### config.mk
export PLATFORM = sky130hd
export DESIGN_NAME = http_request_framer_unit
export DESIGN_NICKNAME = d
export VERILOG_FILES = /design/src/hdl/hrf_pkg.sv /design/src/hdl/http_request_framer_unit.sv
export SDC_FILE = /design/constraint.sdc
export NUM_CORES = 1
export LEC_CHECK = 0
export ABC_AREA = 0
export ABC_CLOCK_PERIOD_IN_PS = 6930
export BUFFER_PORTS_ARGS = -buffer_cell sky130_fd_sc_hd__buf_2
export CORE_MARGIN = 2
export CORE_UTILIZATION = 35
export DETAILED_ROUTE_END_ITERATION = 12
export HOLD_SLACK_MARGIN = 0.08
export MAX_ROUTING_LAYER = met4
export SYNTH_ARGS = -nofsm -noshare
export SYNTH_HDL_FRONTEND = slang
export SYNTH_SLANG_ARGS = --single-unit
### constraint.sdc
create_clock -name clk_i -period 6.93 [get_ports clk_i]
set_input_delay 0.3465 -clock clk_i [delete_from_list [all_inputs] [get_ports clk_i]]
set_output_delay 0.3465 -clock clk_i [all_outputs]
set_load 0.05 [all_outputs]
### src/hdl/hrf_pkg.sv
// Shared types, constants and match-pattern functions for the HTTP request framer.
package hrf_pkg;

  // Width of the content-length accumulator and body counter
  localparam int unsigned LENGTH_BITS   = 32;
  localparam int unsigned BODY_LEN_BITS = 32;
  localparam int unsigned HDR_LEN       = 15;

  localparam logic [LENGTH_BITS-1:0] LEN_MAX = '1;

  localparam logic [7:0] CH_CR    = 8'h0d;
  localparam logic [7:0] CH_LF    = 8'h0a;
  localparam logic [7:0] CH_G     = 8'h47;
  localparam logic [7:0] CH_P     = 8'h50;
  localparam logic [7:0] CH_ZERO  = 8'h30;
  localparam logic [7:0] CH_NINE  = 8'h39;
  localparam logic [7:0] CH_UP_A  = 8'h41;
  localparam logic [7:0] CH_UP_Z  = 8'h5a;

  typedef enum logic [2:0] {
    ST_IDLE   = 3'd0,
    ST_METHOD = 3'd1,
    ST_HEADER = 3'd2,
    ST_BODY   = 3'd3,
    ST_DROP   = 3'd4
  } stage_e;

  typedef enum logic {
    METHOD_GET  = 1'b0,
    METHOD_POST = 1'b1
  } method_e;

  typedef struct packed {
    logic [7:0] data_byte;
    logic       segment_last;
  } in_t;

  typedef struct packed {
    logic [7:0]               out_byte;
    logic                     in_request;
    logic                     request_end;
    logic                     dropped;
    logic [BODY_LEN_BITS-1:0] body_length;
  } out_t;

  // ASCII upper case to lower case
  function automatic logic [7:0] to_lower(input logic [7:0] c);
    logic [7:0] r;
    r = c;
    if (c >= CH_UP_A && c <= CH_UP_Z) begin
      r = c + 8'd32;
    end
    return r;
  endfunction

  // Method pattern: "GET " or "POST "
  function automatic logic [7:0] method_char(input method_e kind, input logic [2:0] pos);
    logic [7:0] r;
    r = 8'h00;
    if (kind == METHOD_POST) begin
      case (pos)
        3'd0:    r = "P";
        3'd1:    r = "O";
        3'd2:    r = "S";
        3'd3:    r = "T";
        3'd4:    r = " ";
        default: r = 8'h00;
      endcase
    end else begin
      case (pos)
        3'd0:    r = "G";
        3'd1:    r = "E";
        3'd2:    r = "T";
        3'd3:    r = " ";
        default: r = 8'h00;
      endcase
    end
    return r;
  endfunction

  // Header name pattern "content-length:" (lower case)
  function automatic logic [7:0] hdr_char(input logic [3:0] pos);
    logic [7:0] r;
    case (pos)
      4'd0:    r = "c";
      4'd1:    r = "o";
      4'd2:    r = "n";
      4'd3:    r = "t";
      4'd4:    r = "e";
      4'd5:    r = "n";
      4'd6:    r = "t";
      4'd7:    r = "-";
      4'd8:    r = "l";
      4'd9:    r = "e";
      4'd10:   r = "n";
      4'd11:   r = "g";
      4'd12:   r = "t";
      4'd13:   r = "h";
      4'd14:   r = ":";
      default: r = "c";
    endcase
    return r;
  endfunction

  // Blank line pattern CR LF CR LF
  function automatic logic [7:0] blank_char(input logic [1:0] pos);
    return pos[0] ? CH_LF : CH_CR;
  endfunction

endpackage

### src/hdl/http_request_framer_unit.sv
// HTTP request framer: marks request bytes, request ends and dropped bytes in a TCP byte stream.
// Pipeline: each byte is held in the input register, then the framing logic writes the result
//   register.
// Throughput: one byte per cycle while the result side is not stalled; the framing state updates once per byte.
// Stalls: a stalled result holds the input register, which then stalls the input side.
// Reset: rst_ni clears both valid flags and all framing state (idle, awaiting a method).
module http_request_framer_unit (
  input  logic          clk_i,
  input  logic          rst_ni,
  input  logic          in_valid_i,
  output logic          in_stall_o,
  input  hrf_pkg::in_t  in_data_i,
  output logic          out_valid_o,
  input  logic          out_stall_i,
  output hrf_pkg::out_t out_data_o
);
  import hrf_pkg::*;

  // Input register and handshake
  logic in_vld_q;
  in_t  in_q;
  logic advance;

  assign advance    = in_vld_q && (!out_valid_o || !out_stall_i);
  assign in_stall_o = in_vld_q && !advance;

  always_ff @(posedge clk_i or negedge rst_ni) begin
    if (!rst_ni) begin
      in_vld_q <= 1'b0;
    end else if (!in_stall_o) begin
      in_vld_q <= in_valid_i;
    end
  end

  always_ff @(posedge clk_i) begin
    if (!in_stall_o && in_valid_i) begin
      in_q <= in_data_i;
    end
  end

  // Framing state
  stage_e               stage_q, stage_d;
  logic [2:0]           method_pos_q, method_pos_d;
  method_e              method_kind_q, method_kind_d;
  logic [1:0]           blank_q, blank_d;
  logic [3:0]           hdr_pos_q, hdr_pos_d;
  logic                 len_found_q, len_found_d;
  logic                 digits_open_q, digits_open_d;
  logic [LENGTH_BITS-1:0] content_len_q, content_len_d;
  logic [LENGTH_BITS-1:0] body_rem_q, body_rem_d;

  logic [7:0] c;
  logic       last;
  assign c    = in_q.data_byte;
  assign last = in_q.segment_last;

  // Method matcher
  logic [2:0] plen;
  logic       method_hit;
  logic       method_done;
  assign plen        = (method_kind_q == METHOD_POST) ? 3'd5 : 3'd4;
  assign method_hit  = (method_pos_q < plen) && (c == method_char(method_kind_q, method_pos_q));
  assign method_done = method_hit && ((method_pos_q + 3'd1) == plen);

  // Content-length matcher and digit accumulator (values as if in the header)
  logic                   hl_found;
  logic                   hl_open;
  logic [3:0]             hl_pos;
  logic [LENGTH_BITS-1:0] hl_len;
  logic [LENGTH_BITS+3:0] len_ext;
  logic [LENGTH_BITS+3:0] len_x10;
  logic [3:0]             hdr_p;
  logic [7:0]             lc;
  logic                   is_digit;

  assign lc       = to_lower(c);
  assign hdr_p    = (hdr_pos_q >= 4'(HDR_LEN)) ? 4'd0 : hdr_pos_q;
  assign is_digit = (c >= CH_ZERO) && (c <= CH_NINE);
  assign len_ext  = (LENGTH_BITS+4)'(content_len_q);
  assign len_x10  = (len_ext << 3) + (len_ext << 1) + (LENGTH_BITS+4)'(c - CH_ZERO);

  always_comb begin
    hl_found = len_found_q;
    hl_open  = digits_open_q;
    hl_pos   = hdr_pos_q;
    hl_len   = content_len_q;
    if (digits_open_q) begin
      if (is_digit) begin
        hl_len = (len_x10[LENGTH_BITS+3:LENGTH_BITS] != 4'd0) ? LEN_MAX
                                                              : len_x10[LENGTH_BITS-1:0];
      end else if (c == CH_LF) begin
        hl_open = 1'b0;
      end
    end else if (!len_found_q) begin
      // A failed byte is rechecked as a possible first pattern byte
      if (lc == hdr_char(hdr_p)) begin
        hl_pos = hdr_p + 4'd1;
      end else begin
        hl_pos = (lc == hdr_char(4'd0)) ? 4'd1 : 4'd0;
      end
      if (hl_pos == 4'(HDR_LEN)) begin
        hl_found = 1'b1;
        hl_open  = 1'b1;
        hl_len   = '0;
        hl_pos   = 4'd0;
      end
    end
  end

  // Blank line matcher
  logic [2:0] blank_next;
  logic       blank_done;
  logic       has_body;
  logic       body_last;
  assign blank_next = (c == blank_char(blank_q)) ? ({1'b0, blank_q} + 3'd1)
                    : ((c == CH_CR) ? 3'd1 : 3'd0);
  assign blank_done = (blank_next == 3'd4);
  assign has_body   = hl_found && (hl_len != '0);
  assign body_last  = (body_rem_q <= LENGTH_BITS'(1));

  // Saturated length for the result field
  logic [63:0]              len64;
  logic [BODY_LEN_BITS-1:0] len_out;
  assign len64   = 64'(hl_len);
  assign len_out = (len64 > 64'(LEN_MAX) || len64 > 64'hffff_ffff) && (len64 > 64'hffff_ffff)
                   ? '1 : len64[BODY_LEN_BITS-1:0];

  // Next stage
  always_comb begin
    stage_d = stage_q;
    case (stage_q)
      ST_METHOD: begin
        if (method_done) begin
          stage_d = ST_HEADER;
        end else if (!method_hit) begin
          stage_d = last ? ST_IDLE : ST_DROP;
        end
      end
      ST_HEADER: begin
        if (blank_done) begin
          stage_d = has_body ? ST_BODY : ST_IDLE;
        end
      end
      ST_BODY: begin
        if (body_last) begin
          stage_d = ST_IDLE;
        end
      end
      ST_DROP: begin
        if (last) begin
          stage_d = ST_IDLE;
        end
      end
      default: begin
        if (c == CH_G || c == CH_P) begin
          stage_d = ST_METHOD;
        end else begin
          stage_d = last ? ST_IDLE : ST_DROP;
        end
      end
    endcase
  end

  // Datapath state and result fields
  out_t res;
  always_comb begin
    method_pos_d  = method_pos_q;
    method_kind_d = method_kind_q;
    blank_d       = blank_q;
    hdr_pos_d     = hdr_pos_q;
    len_found_d   = len_found_q;
    digits_open_d = digits_open_q;
    content_len_d = content_len_q;
    body_rem_d    = body_rem_q;
    res.out_byte    = c;
    res.in_request  = 1'b0;
    res.request_end = 1'b0;
    res.dropped     = 1'b0;
    res.body_length = '0;
    case (stage_q)
      ST_METHOD: begin
        if (method_hit) begin
          method_pos_d = method_pos_q + 3'd1;
          if (method_done) begin
            method_pos_d   = 3'd0;
            blank_d        = 2'd0;
            hdr_pos_d      = 4'd0;
            len_found_d    = 1'b0;
            digits_open_d  = 1'b0;
            content_len_d  = '0;
            body_rem_d     = '0;
            res.in_request = 1'b1;
          end
        end else begin
          res.dropped  = 1'b1;
          method_pos_d = 3'd0;
        end
      end
      ST_HEADER: begin
        res.in_request = 1'b1;
        hdr_pos_d      = hl_pos;
        len_found_d    = hl_found;
        digits_open_d  = hl_open;
        content_len_d  = hl_len;
        if (blank_done) begin
          blank_d = 2'd0;
          if (has_body) begin
            body_rem_d = hl_len;
          end else begin
            res.request_end = 1'b1;
            res.body_length = hl_found ? len_out : '0;
          end
        end else begin
          blank_d = blank_next[1:0];
        end
      end
      ST_BODY: begin
        res.in_request = 1'b1;
        if (body_last) begin
          body_rem_d      = '0;
          res.request_end = 1'b1;
          res.body_length = len_out;
        end else begin
          body_rem_d = body_rem_q - LENGTH_BITS'(1);
        end
      end
      ST_DROP: begin
        res.dropped = 1'b1;
      end
      default: begin
        if (c == CH_G) begin
          method_kind_d = METHOD_GET;
          method_pos_d  = 3'd1;
        end else if (c == CH_P) begin
          method_kind_d = METHOD_POST;
          method_pos_d  = 3'd1;
        end else begin
          res.dropped  = 1'b1;
          method_pos_d = 3'd0;
        end
      end
    endcase
  end

  // State registers, updated once per byte
  always_ff @(posedge clk_i or negedge rst_ni) begin
    if (!rst_ni) begin
      stage_q       <= ST_IDLE;
      method_pos_q  <= 3'd0;
      method_kind_q <= METHOD_GET;
      blank_q       <= 2'd0;
      hdr_pos_q     <= 4'd0;
      len_found_q   <= 1'b0;
      digits_open_q <= 1'b0;
      content_len_q <= '0;
      body_rem_q    <= '0;
    end else if (advance) begin
      stage_q       <= stage_d;
      method_pos_q  <= method_pos_d;
      method_kind_q <= method_kind_d;
      blank_q       <= blank_d;
      hdr_pos_q     <= hdr_pos_d;
      len_found_q   <= len_found_d;
      digits_open_q <= digits_open_d;
      content_len_q <= content_len_d;
      body_rem_q    <= body_rem_d;
    end
  end

  // Result register
  always_ff @(posedge clk_i or negedge rst_ni) begin
    if (!rst_ni) begin
      out_valid_o <= 1'b0;
    end else if (!out_valid_o || !out_stall_i) begin
      out_valid_o <= in_vld_q;
    end
  end

  always_ff @(posedge clk_i) begin
    if (advance) begin
      out_data_o <= res;
    end
  end

  // Checks
  a_req_drop_excl: assert property (@(posedge clk_i) disable iff (!rst_ni)
    out_valid_o |-> !(out_data_o.in_request && out_data_o.dropped))
    else $error("byte both in a request and dropped");

  a_end_in_req: assert property (@(posedge clk_i) disable iff (!rst_ni)
    out_valid_o && out_data_o.request_end |-> out_data_o.in_request)
    else $error("request end outside a request");

  a_len_on_end: assert property (@(posedge clk_i) disable iff (!rst_ni)
    out_valid_o && !out_data_o.request_end |-> out_data_o.body_length == '0)
    else $error("body length set without request end");

  a_body_nonzero: assert property (@(posedge clk_i) disable iff (!rst_ni)
    stage_q == ST_BODY |-> body_rem_q != '0)
    else $error("body stage with no bytes remaining");

  a_hold_input: assert property (@(posedge clk_i) disable iff (!rst_ni)
    in_vld_q && !advance |=> in_vld_q && $stable(in_q))
    else $error("pending byte lost while stalled");

endmodule
==> impl_metrics.csv, run 1 <==
group,metric,value,unit
clocking,clockBufferDepth,2,
logic_synthesis,synth_area,11000,um2
logic_synthesis,synth_async_sr_flop_share,60.9,%
global_routing,antenna_found_initial,0,
sta,max-slew-margin-rel,29.1,%
layout,area_growth,11.3,%
layout,multiInputGateArea,6930,um2
worst_hold_path,hold_start,"in_data_i[1]",
setup_path,worstPathRequired,7.22,ns
sta,grt_setup_unrepaired,"false",
worst_hold_path,whs_path_depth,1,
clocking,cts_made_buffers,17,
global_routing,grt_pass1_wl,53.4,mm
power,total_power,2.09,mW
layout,final_cell_mix,"141 x nand2_1, 129 x nor2_1, 96 x a21oi_1",
clocking,root_buffer,"clkbuf_16",
setup_path,worst-path-max-fanout,32,
layout,nNetsFinal,1412,
die,rows,64,
placement,io_buffers,57,
global_routing,grt_pass1_vias,9601,
sta,period_minus_slack,6.51,ns
sta,slew_viol_final,0,
layout,regArea,3590,um2
power,leakage,4.89,nW
sta,fin_skew,0.0151,ns
die,initial_core_util,35.8,%
power,switchingPower,0.588,mW
run_status,status,"finished, final reports clean",
drt,firstDrtPassIters,7,
sta,tightest_slew,1.06,ns
placement,dp_cells,1686,
job,maxCapViolations,0,
logic_synthesis,ys.flop_type,"dfrtp_1",
logic_synthesis,synth_edf_count,52,
setup_path,timing.rr.start,"c[5]$_DFFE_PP_",
logic_synthesis,avgSynthCellArea,8.54,um2
drt,finalWirelength,33.2,mm
layout,fillerInstances,3132,
clocking,cts_num_sinks,133,
power,p_per_area,171,nW/um2
setup_path,cp.arrival,6.80,ns
layout,drive_above_1_share,11.5,%
die,die_w,181,um
layout,finalNonFillerCells,1719,
global_routing,busiest_layer,"met2",
power,vdd_drop_max,164,uV
die,core_area,30700,um2
power,sequentialPowerShare,41.4,%
sta,setup_viol,0,
layout,diodes,0,
logic_synthesis,synth-seq-cells,133,
layout,final_common_cell,"nand2_1",
global_routing,grt.total_usage,20.9,%
sta,fin_tns_setup,0,ns
logic_synthesis,ys_seq_area_share,32.6,%
power,internal_power,1.51,mW
placement,dpl_cell_area,11600,um2
global_routing,met3_usage,3.53,%
layout,finalInstanceArea,12200,um2
global_routing,grt_max_degree,76,
clocking,cts.htree.levels,4,
setup_path,ff2ff_path_depth,20,
sta,max_freq,0.154,GHz
power,power_frac_clock,44.0,%
die,die_y,181,um
clocking,clk_pin_slew,0.07,ns
drt,drc,0,
sta,hold_violations,0,
setup_path,end_kind,"flop",
drt,ant_nets,0,
logic_synthesis,netlist_instances,1287,
setup_path,cp-startpoint,"c[5]$_DFFE_PP_",
placement,gp_congestion,0.925,
drt,dr_total_vias,10148,
setup_path,startpoint_type,"flop",
logic_synthesis,ys_types,83,
power,pwr-share-comb,14.6,%
logic_synthesis,yosys_warnings,0,
global_routing,grt_use_met1,28.4,%
drt,wl_per_cell,19.3,um
worst_hold_path,holdCritPathClass,"primary input to flop",
logic_synthesis,syn_nets,1389,
sta,timing.hold.ws,0.0994,ns
global_routing,use_met2,32.1,%
sta,period_share,94.0,%
drt,vias_per_cell,5.90,
power,netSwitchingFraction,28.1,%
logic_synthesis,ys_top_cells_by_area,"dfrtp_1 18%, edfxtp_1 14%, ha_1 6.6%",
die,die_area,32800,um2
clocking,clock_latency,0.43,ns
setup_path,path_class,"flop to flop",
logic_synthesis,synth_top_area_share,18.4,%
clocking,cts_tree,"built",
die,top_level_ports,58,
logic_synthesis,yosys.area.top_type,"dfrtp_1",
placement,hpwl,24.7,mm
global_routing,grt_overflow,0,
drt,drtIter0Drc,1045,
[synth_stat cells, types with 7 or more instances]
cell type  instances
nand2b_1          24
nor3_1            38
edfxtp_1          52
or3_1             18
mux2_2            11
ha_1              58
a22o_1            16
xor2_1            11
o2bb2ai_1         17
o21ai_0           71
dfrtp_1           81
inv_1             46
nor2b_1           13
fa_1              31
a31oi_1           11
xnor2_1           27
o21a_1            11
o31ai_1           31
nor2_1           129
o22ai_1           19
o21ai_1           24
nand3_1           26
buf_2              8
or2_2              9
nand4_1           13
a21o_1            12
a21oi_1           97
a22oi_1            7
nand2_1          142
o221ai_1           7
clkbuf_1          59
nor4_1            15
and2_1            13
a211oi_1           9
o211ai_1          12
[metrics by stage]
stage / worst slack (ns) / util (%)
global placement: 0.452 / 37.8
floorplan: 0.888 / -
finish: 0.419 / 39.8
global route: 0.0882 / 39.8
CTS: 0.303 / 39.8
detailed placement: 0.335 / 37.8
[state kept, by name (all words and copies together), names as in the netlist]
register,count
c,8
last,1
out_data_o,43
body_rem_q,32
len_found_q,1
blank_q,2
stage_q,3
in_vld_q,1
method_pos_q,3
hdr_pos_q,4
method_kind_q,1
content_len_q,32
out_valid_o,1
digits_open_q,1
[per-layer routing]
layer  up-vias  share of wire [%]
met3        45                6.2
li1       4805                  -
met1      4926                 46
met4         0                2.0
met2       372                 46
met5         -                  0
[cell families after synthesis]
| family | count (synthesis) | synth area share (%) |
|---|---|---|
| AOI/OAI and AO/OA | 409 | 24.6 |
| and+or+nand+nor | 480 | 21.4 |
| muxes | 15 | 1.51 |
| buffers and inverters | 123 | 4.49 |
| xor gates and xnor gates | 38 | 3.03 |
| DFF | 133 | 32.6 |
| adders and majority gates | 89 | 12.2 |
[worst max-delay path: stages, from the launching register on]
cell,delay [ns]
edfxtp_1,0.50
ha_1,0.28
or3_1,0.50
inv_2,0.24
buf_4,0.21
fa_1,0.43
ha_1,0.39
a21oi_1,0.34
o21ai_0,0.17
o21a_1,0.20
a211oi_1,0.43
nor3_1,0.13
nor3_1,0.20
nand4_1,0.28
buf_4,0.34
o221ai_1,0.40
nor4b_4,0.47
nand4_1,0.14
a21o_1,0.27
buf_4,0.26
nor2_1,0.16
[timing repair]
item                                   CTS  global route
setup buffers                            0             0
setup endpoints to repair                0            56
resized for setup                        0             3
endpoints found under the hold margin    6             0
hold buffers                             1             0
[final timing paths]
kind	to	slack, ns
max	out_data_o[28]$_DFFE_PP_	0.42
min	c[0]$_DFFE_PP_	0.1
min in group asynchronous	content_len_q[5]$_DFFE_PN0P_	0.28
min reg2reg	body_rem_q[9]$_DFFE_PN0P_	0.49
max reg2reg	out_data_o[28]$_DFFE_PP_	0.42
max in group asynchronous	body_rem_q[6]$_DFFE_PN0P_	5.43
[cell type report]
| type | count | share of cell area (%) |
|---|---|---|
| Multi-Input combinational cell | 1031 | 56.6 |
| Inverter | 47 | 1.44 |
| Clock inverter | 10 | 0.971 |
| Timing Repair Buffer | 80 | 3.78 |
| Sequential cell | 133 | 29.3 |
| Clock buffer | 22 | 3.88 |
| Tap cell | 396 | 4.05 |
[power by group through the flow]
stage                     combinational, mW  clock (mW)  sequential (mW)
after floorplan                       0.171           0            0.929
after global placement                0.300           0            0.883
after detailed placement              0.302           0            0.882
after CTS                             0.306       0.934            0.868
after global routing                  0.334       0.968            0.870
final                                 0.305       0.922            0.868
Power figures use the tool's default switching activity.
==> run 2, diff against run 1 <==
--- a/config.mk
+++ b/config.mk
@@ -10,6 +10,7 @@
 export BUFFER_PORTS_ARGS = -buffer_cell sky130_fd_sc_hd__buf_2
 export CORE_MARGIN = 2
 export CORE_UTILIZATION = 35
+export CTS_BUF_LIST = sky130_fd_sc_hd__clkbuf_8
 export DETAILED_ROUTE_END_ITERATION = 12
 export HOLD_SLACK_MARGIN = 0.08
 export MAX_ROUTING_LAYER = met4
==> impl_metrics.csv, run 2 (same netlist as run 1, synthesis figures left out) <==
group,metric,value,unit
clocking,clockBufferDepth,2,
global_routing,grt_overflow,0,
global_routing,grt.total_usage,20.9,%
clocking,root_buffer,"clkbuf_8",
clocking,clock_latency,0.48,ns
layout,area_growth,10.5,%
placement,hpwl,24.7,mm
setup_path,worst-path-max-fanout,32,
drt,firstDrtPassIters,8,
layout,regMostFlops,"out_data_o",
clocking,cts_made_buffers,17,
sta,period_minus_slack,6.51,ns
sta,fin_skew,0.0228,ns
global_routing,grt_pass1_wl,53.3,mm
placement,gp_congestion,0.925,
setup_path,crit_family,"simple AND/OR/NAND/NOR gates",
die,die_area,32800,um2
power,leakage,4.85,nW
global_routing,antenna_found_initial,0,
placement,io_buffers,57,
setup_path,cpPeakStageDelay,0.50,ns
die,die_y,181,um
drt,dr_total_vias,10176,
layout,diodes,0,
power,power_frac_clock,37.1,%
layout,final_util,39.5,%
sta,slew_viol_final,0,
layout,final_cell_mix,"141 x nand2_1, 129 x nor2_1, 96 x a21oi_1",
layout,fillerInstances,3144,
worst_hold_path,holdCritPathClass,"primary input to flop",
sta,max_freq,0.154,GHz
power,total_power,1.87,mW
power,switchingPower,0.559,mW
die,rows,64,
power,netSwitchingFraction,29.9,%
layout,final_common_cell,"nand2_1",
drt,ant_nets,0,
global_routing,grt_use_met1,28.3,%
drt,wl_per_cell,19.2,um
sta,max-slew-margin-rel,31.3,%
drt,drtIter0Drc,1131,
power,sequentialPowerShare,46.4,%
sta,grt_setup_unrepaired,"false",
drt,finalWirelength,33.1,mm
clocking,cts.htree.levels,4,
setup_path,critPathMostFrequentCell,"buf_4",
sta,period_share,93.9,%
sta,setup_viol,0,
setup_path,worstPathRequired,7.26,ns
job,maxCapViolations,0,
setup_path,path_class,"flop to flop",
setup_path,crit_slowest_cell,"edfxtp_1",
clocking,clk_pin_slew,0.08,ns
placement,dpl_worst_slack,0.335,ns
layout,nNetsFinal,1421,
power,p_per_area,154,nW/um2
run_status,status,"finished, final reports clean",
global_routing,use_met2,32.1,%
setup_path,startpoint_type,"flop",
setup_path,critPathBufInv,4,
global_routing,busiest_layer,"met2",
drt,vias_per_cell,5.89,
sta,fin_tns_setup,0,ns
drt,drc,0,
setup_path,end_kind,"flop",
power,internal_power,1.31,mW
clocking,cts_num_sinks,133,
setup_path,path_cells,"ha_1 > or3_1 > inv_2 > buf_4 > fa_1 > ha_1 > a21oi_1 > o21ai_0 > o21a_1 > a211oi_1 > nor3_1 > nor3_1 > nand4_1 > buf_4 > o221ai_1 > nor4b_4 > nand4_1 > a21o_1 > buf_4 > nor2b_1",
sta,setup_slack,0.420,ns
global_routing,grt_max_degree,76,
die,core_area,30700,um2
layout,drive_above_1_share,11.4,%
die,initial_core_util,35.8,%
sta,hold_violations,0,
global_routing,grt_pass1_vias,9651,
power,vdd_drop_max,121,uV
sta,tightest_slew,1.03,ns
die,die_w,181,um
layout,top_regs,"out_data_o: 43 flops, body_rem_q: 32 flops, content_len_q: 32 flops",
power,pwr-share-comb,16.5,%
clocking,cts_tree,"built",
global_routing,met3_usage,3.79,%
layout,largest_reg_flops,43,
die,top_level_ports,58,
setup_path,cp.arrival,6.84,ns
==> run 2: cell count changes in the layout (fill, tap and decap cells not counted), sizes merged <==
| cell | delta |
|---|---|
| dlygate4sd3 | +9 |
| clkbuf | -4 |
| inv | +3 |
| bufinv | +1 |
==> run 2: path summary, 6_finish.rpt <==
path	startpoint	to	slack (ns)	depth (start not counted)
worst max-delay path	c[5]$_DFFE_PP_	out_data_o[11]$_DFFE_PP_	0.42	20
worst min-delay path	in_valid_i	in_vld_q$_DFFE_PN0N_	0.11	2
worst max register to register	c[5]$_DFFE_PP_	out_data_o[11]$_DFFE_PP_	0.42	20
worst min register to register	body_rem_q[9]$_DFFE_PN0P_	body_rem_q[9]$_DFFE_PN0P_	0.49	1
max in group asynchronous	rst_ni	body_rem_q[31]$_DFFE_PN0P_	5.48	3
min in group asynchronous	rst_ni	content_len_q[5]$_DFFE_PN0P_	0.23	2
==> run 2: through the flow <==
stage / hold WS [ns] / instances / instance area (um2)
final: 0.108 / 1728 / 12100
after global routing: 0.118 / 1728 / 12100
after CTS: 0.0867 / 1728 / 12100
after detailed placement: 0.181 / 1686 / 11600
after global placement: 0.177 / 1686 / 11600
after floorplan: 0.0509 / 1287 / 11000
==> run 2: per-layer routing <==
metal  up-vias  part of all wire, %
li1       4808                    -
met1      4921                   45
met2       405                   46
met3        42                  6.7
met4         0                  2.1
met5         -                    0
==> run 2: final cells by class <==
class	instances	area (um2)	area share, %
Clock buffer	18	248	2.04
Multi-Input combinational cell	1031	6930	57.0
Inverter	47	176	1.45
Clock inverter	14	160	1.32
Tap cell	396	495	4.08
Timing Repair Buffer	89	553	4.55
Sequential cell	133	3590	29.5
==> run 2: power groups by stage <==
stage               sequential [mW]  clock [mW]  combinational [mW]
finish                        0.867       0.693               0.309
global route                  0.869       0.738               0.338
CTS                           0.867       0.706               0.310
detailed placement            0.882           0               0.302
global placement              0.883           0               0.300
floorplan                     0.929           0               0.171
==> run 2: repair_timing <==
action | in CTS | in global routing
gates resized for setup | 0 | 3
setup endpoints to repair | 0 | 55
hold buffers | 10 | 0
setup buffers | 0 | 0
endpoints found under the hold margin | 15 | 0
==> run 3, diff against run 2 <==
--- a/config.mk
+++ b/config.mk
@@ -8,7 +8,7 @@
 export ABC_AREA = 0
 export ABC_CLOCK_PERIOD_IN_PS = 6930
 export BUFFER_PORTS_ARGS = -buffer_cell sky130_fd_sc_hd__buf_2
-export CORE_MARGIN = 2
+export CORE_MARGIN = 10
 export CORE_UTILIZATION = 35
 export CTS_BUF_LIST = sky130_fd_sc_hd__clkbuf_8
 export DETAILED_ROUTE_END_ITERATION = 12
==> impl_metrics.csv, run 3 (same netlist as run 1, synthesis figures left out) <==
group,metric,value,unit
global_routing,grt_pass1_wl,54.0,mm
placement,hpwl,25.5,mm
die,rows,64,
setup_path,cp.arrival,6.93,ns
sta,fin_skew,0.0167,ns
drt,dr_total_vias,10172,
setup_path,worstPathRequired,7.25,ns
setup_path,critPathMostFrequentCell,"ha_1",
setup_path,crit_cells,19,
sta,hold_violations,0,
power,p_per_area,154,nW/um2
setup_path,crit_family,"simple AND/OR/NAND/NOR gates",
layout,multiInputGateArea,6930,um2
clocking,cts_tree,"built",
die,die_area,38900,um2
job,maxCapViolations,0,
drt,drtIter0Drc,832,
sta,max-slew-margin-rel,37.2,%
layout,drive_above_1_share,11.5,%
setup_path,worst-path-max-fanout,32,
placement,gp_congestion,0.968,
global_routing,grt_pass1_vias,9530,
layout,finalInstanceArea,12200,um2
setup_path,r2r-end,"out_data_o[28]$_DFFE_PP_",
setup_path,critPathBufInv,2,
layout,final_cell_mix,"141 x nand2_1, 129 x nor2_1, 96 x a21oi_1",
sta,max_freq,0.151,GHz
worst_hold_path,holdCritPathClass,"primary input to flop",
setup_path,startpoint_type,"flop",
power,total_power,1.87,mW
setup_path,path_class,"flop to flop",
clocking,clockBufferDepth,2,
setup_path,cp-startpoint,"c[5]$_DFFE_PP_",
layout,largest_reg_flops,43,
run_status,status,"finished, final reports clean",
layout,fillerInstances,3096,
setup_path,timing.rr.start,"c[5]$_DFFE_PP_",
sta,period_share,95.3,%
clocking,clock_latency,0.47,ns
die,initial_core_util,35.7,%
global_routing,grt_max_degree,64,
die,top_level_ports,58,
clocking,clk_pin_slew,0.08,ns
clocking,cts.htree.levels,4,
sta,tightest_slew,0.934,ns
die,die_w,197,um
clocking,post_cts_buffers,0,
setup_path,path_cells,"ha_1 > or3_1 > inv_1 > buf_12 > fa_1 > ha_1 > a21oi_1 > o21ai_0 > o21a_1 > a211oi_1 > or2_2 > xnor2_1 > a22oi_1 > nand4b_1 > or4b_1 > nor4b_4 > nand4_1 > a21o_2 > nor2_1",
sta,setup_viol,0,
global_routing,antenna_found_initial,0,
clocking,cts_made_buffers,17,
sta,fin_tns_setup,0,ns
sta,period_minus_slack,6.61,ns
setup_path,crit_slowest_cell,"or4b_1",
layout,diodes,0,
global_routing,grt.total_usage,17.8,%
clocking,root_buffer,"clkbuf_8",
layout,regMostFlops,"out_data_o",
layout,nNetsFinal,1424,
setup_path,end_kind,"flop",
global_routing,grt_overflow,0,
layout,area_growth,10.9,%
drt,wl_per_cell,19.7,um
setup_path,reg2reg_slack,0.32,ns
drt,ant_nets,0,
setup_path,cpPeakStageDelay,0.60,ns
layout,regArea,3590,um2
drt,vias_per_cell,5.88,
clocking,cts_num_sinks,133,
drt,finalWirelength,34.0,mm
layout,finalNonFillerCells,1731,
setup_path,endpoint,"out_data_o[28]$_DFFE_PP_",
die,die_y,197,um
placement,dp_cells,1688,
placement,dpl_cell_area,11700,um2
drt,firstDrtPassIters,6,
drt,drc,0,
layout,final_common_cell,"nand2_1",
sta,slew_viol_final,0,
sta,grt_setup_unrepaired,"false",
placement,io_buffers,57,
die,core_area,30800,um2
power,vdd_drop_max,139,uV
power,leakage,4.87,nW
setup_path,ff2ff_path_depth,19,
layout,top_regs,"out_data_o: 43 flops, body_rem_q: 32 flops, content_len_q: 32 flops",
run 3: final cells by class:
class | instances | area share (%)
inverters | 47 | 1.45
well taps | 396 | 4.06
repair buffers | 92 | 4.84
clock buffers | 18 | 2.03
multi-input cells | 1031 | 56.8
clock inverters | 14 | 1.32
flip-flops and latches | 133 | 29.4
run 3: routing by layer:
layer	wire (um)	share of wire (%)	GRT usage, %
met5	0	0	-
met4	684	2.0	4.56
met3	2170	6.4	3.82
met2	15800	46	27.9
met1	15400	45	22.8
run 3: stage by stage:
| step | hold WS [ns] | utilization, % | setup WS (ns) |
|---|---|---|---|
| after floorplan | 0.0509 | - | 0.888 |
| after global placement | 0.300 | 37.8 | 0.228 |
| after detailed placement | 0.296 | 37.8 | 0.154 |
| after CTS | 0.0961 | 39.5 | 0.157 |
| after global routing | 0.118 | 39.5 | 0.0313 |
| final | 0.111 | 39.5 | 0.322 |
run 3: how the worst min path moves through the flow:
stage,startpoint,to,slack (ns),cells after the start
2_1_floorplan,rst_ni,blank_q[0]$_DFFE_PN0P_,0.05,0
3_3_place_gp,rst_ni,hdr_pos_q[1]$_DFFE_PN0P_,0.30,1
3_5_place_dp,rst_ni,hdr_pos_q[1]$_DFFE_PN0P_,0.30,1
4_1_cts,out_stall_i,out_valid_o$_DFFE_PN0N_,0.1,3
5_1_grt,out_stall_i,out_valid_o$_DFFE_PN0N_,0.12,3
6_report,out_stall_i,out_valid_o$_DFFE_PN0N_,0.11,3
run 3: where the power goes:
part	switching [mW]	internal [mW]	total, mW
clock	0.335	0.363	0.698
sequential	0.0204	0.846	0.866
combinational	0.209	0.0995	0.309
total	0.565	1.31	1.87
run 3: worst register-to-register path, stage by stage (launching register included):
cell	delay [ns]
edfxtp_1	0.50
ha_1	0.28
or3_1	0.49
inv_1	0.17
buf_12	0.22
fa_1	0.46
ha_1	0.39
a21oi_1	0.24
o21ai_0	0.20
o21a_1	0.24
a211oi_1	0.48
or2_2	0.34
xnor2_1	0.13
a22oi_1	0.23
nand4b_1	0.15
or4b_1	0.60
nor4b_4	0.50
nand4_1	0.15
a21o_2	0.47
nor2_1	0.22
run 3: timing repair:
item,in CTS,in global routing
hold buffers,11,0
hold endpoints to repair,36,0
setup endpoints to repair,0,54
gates resized for setup,0,3
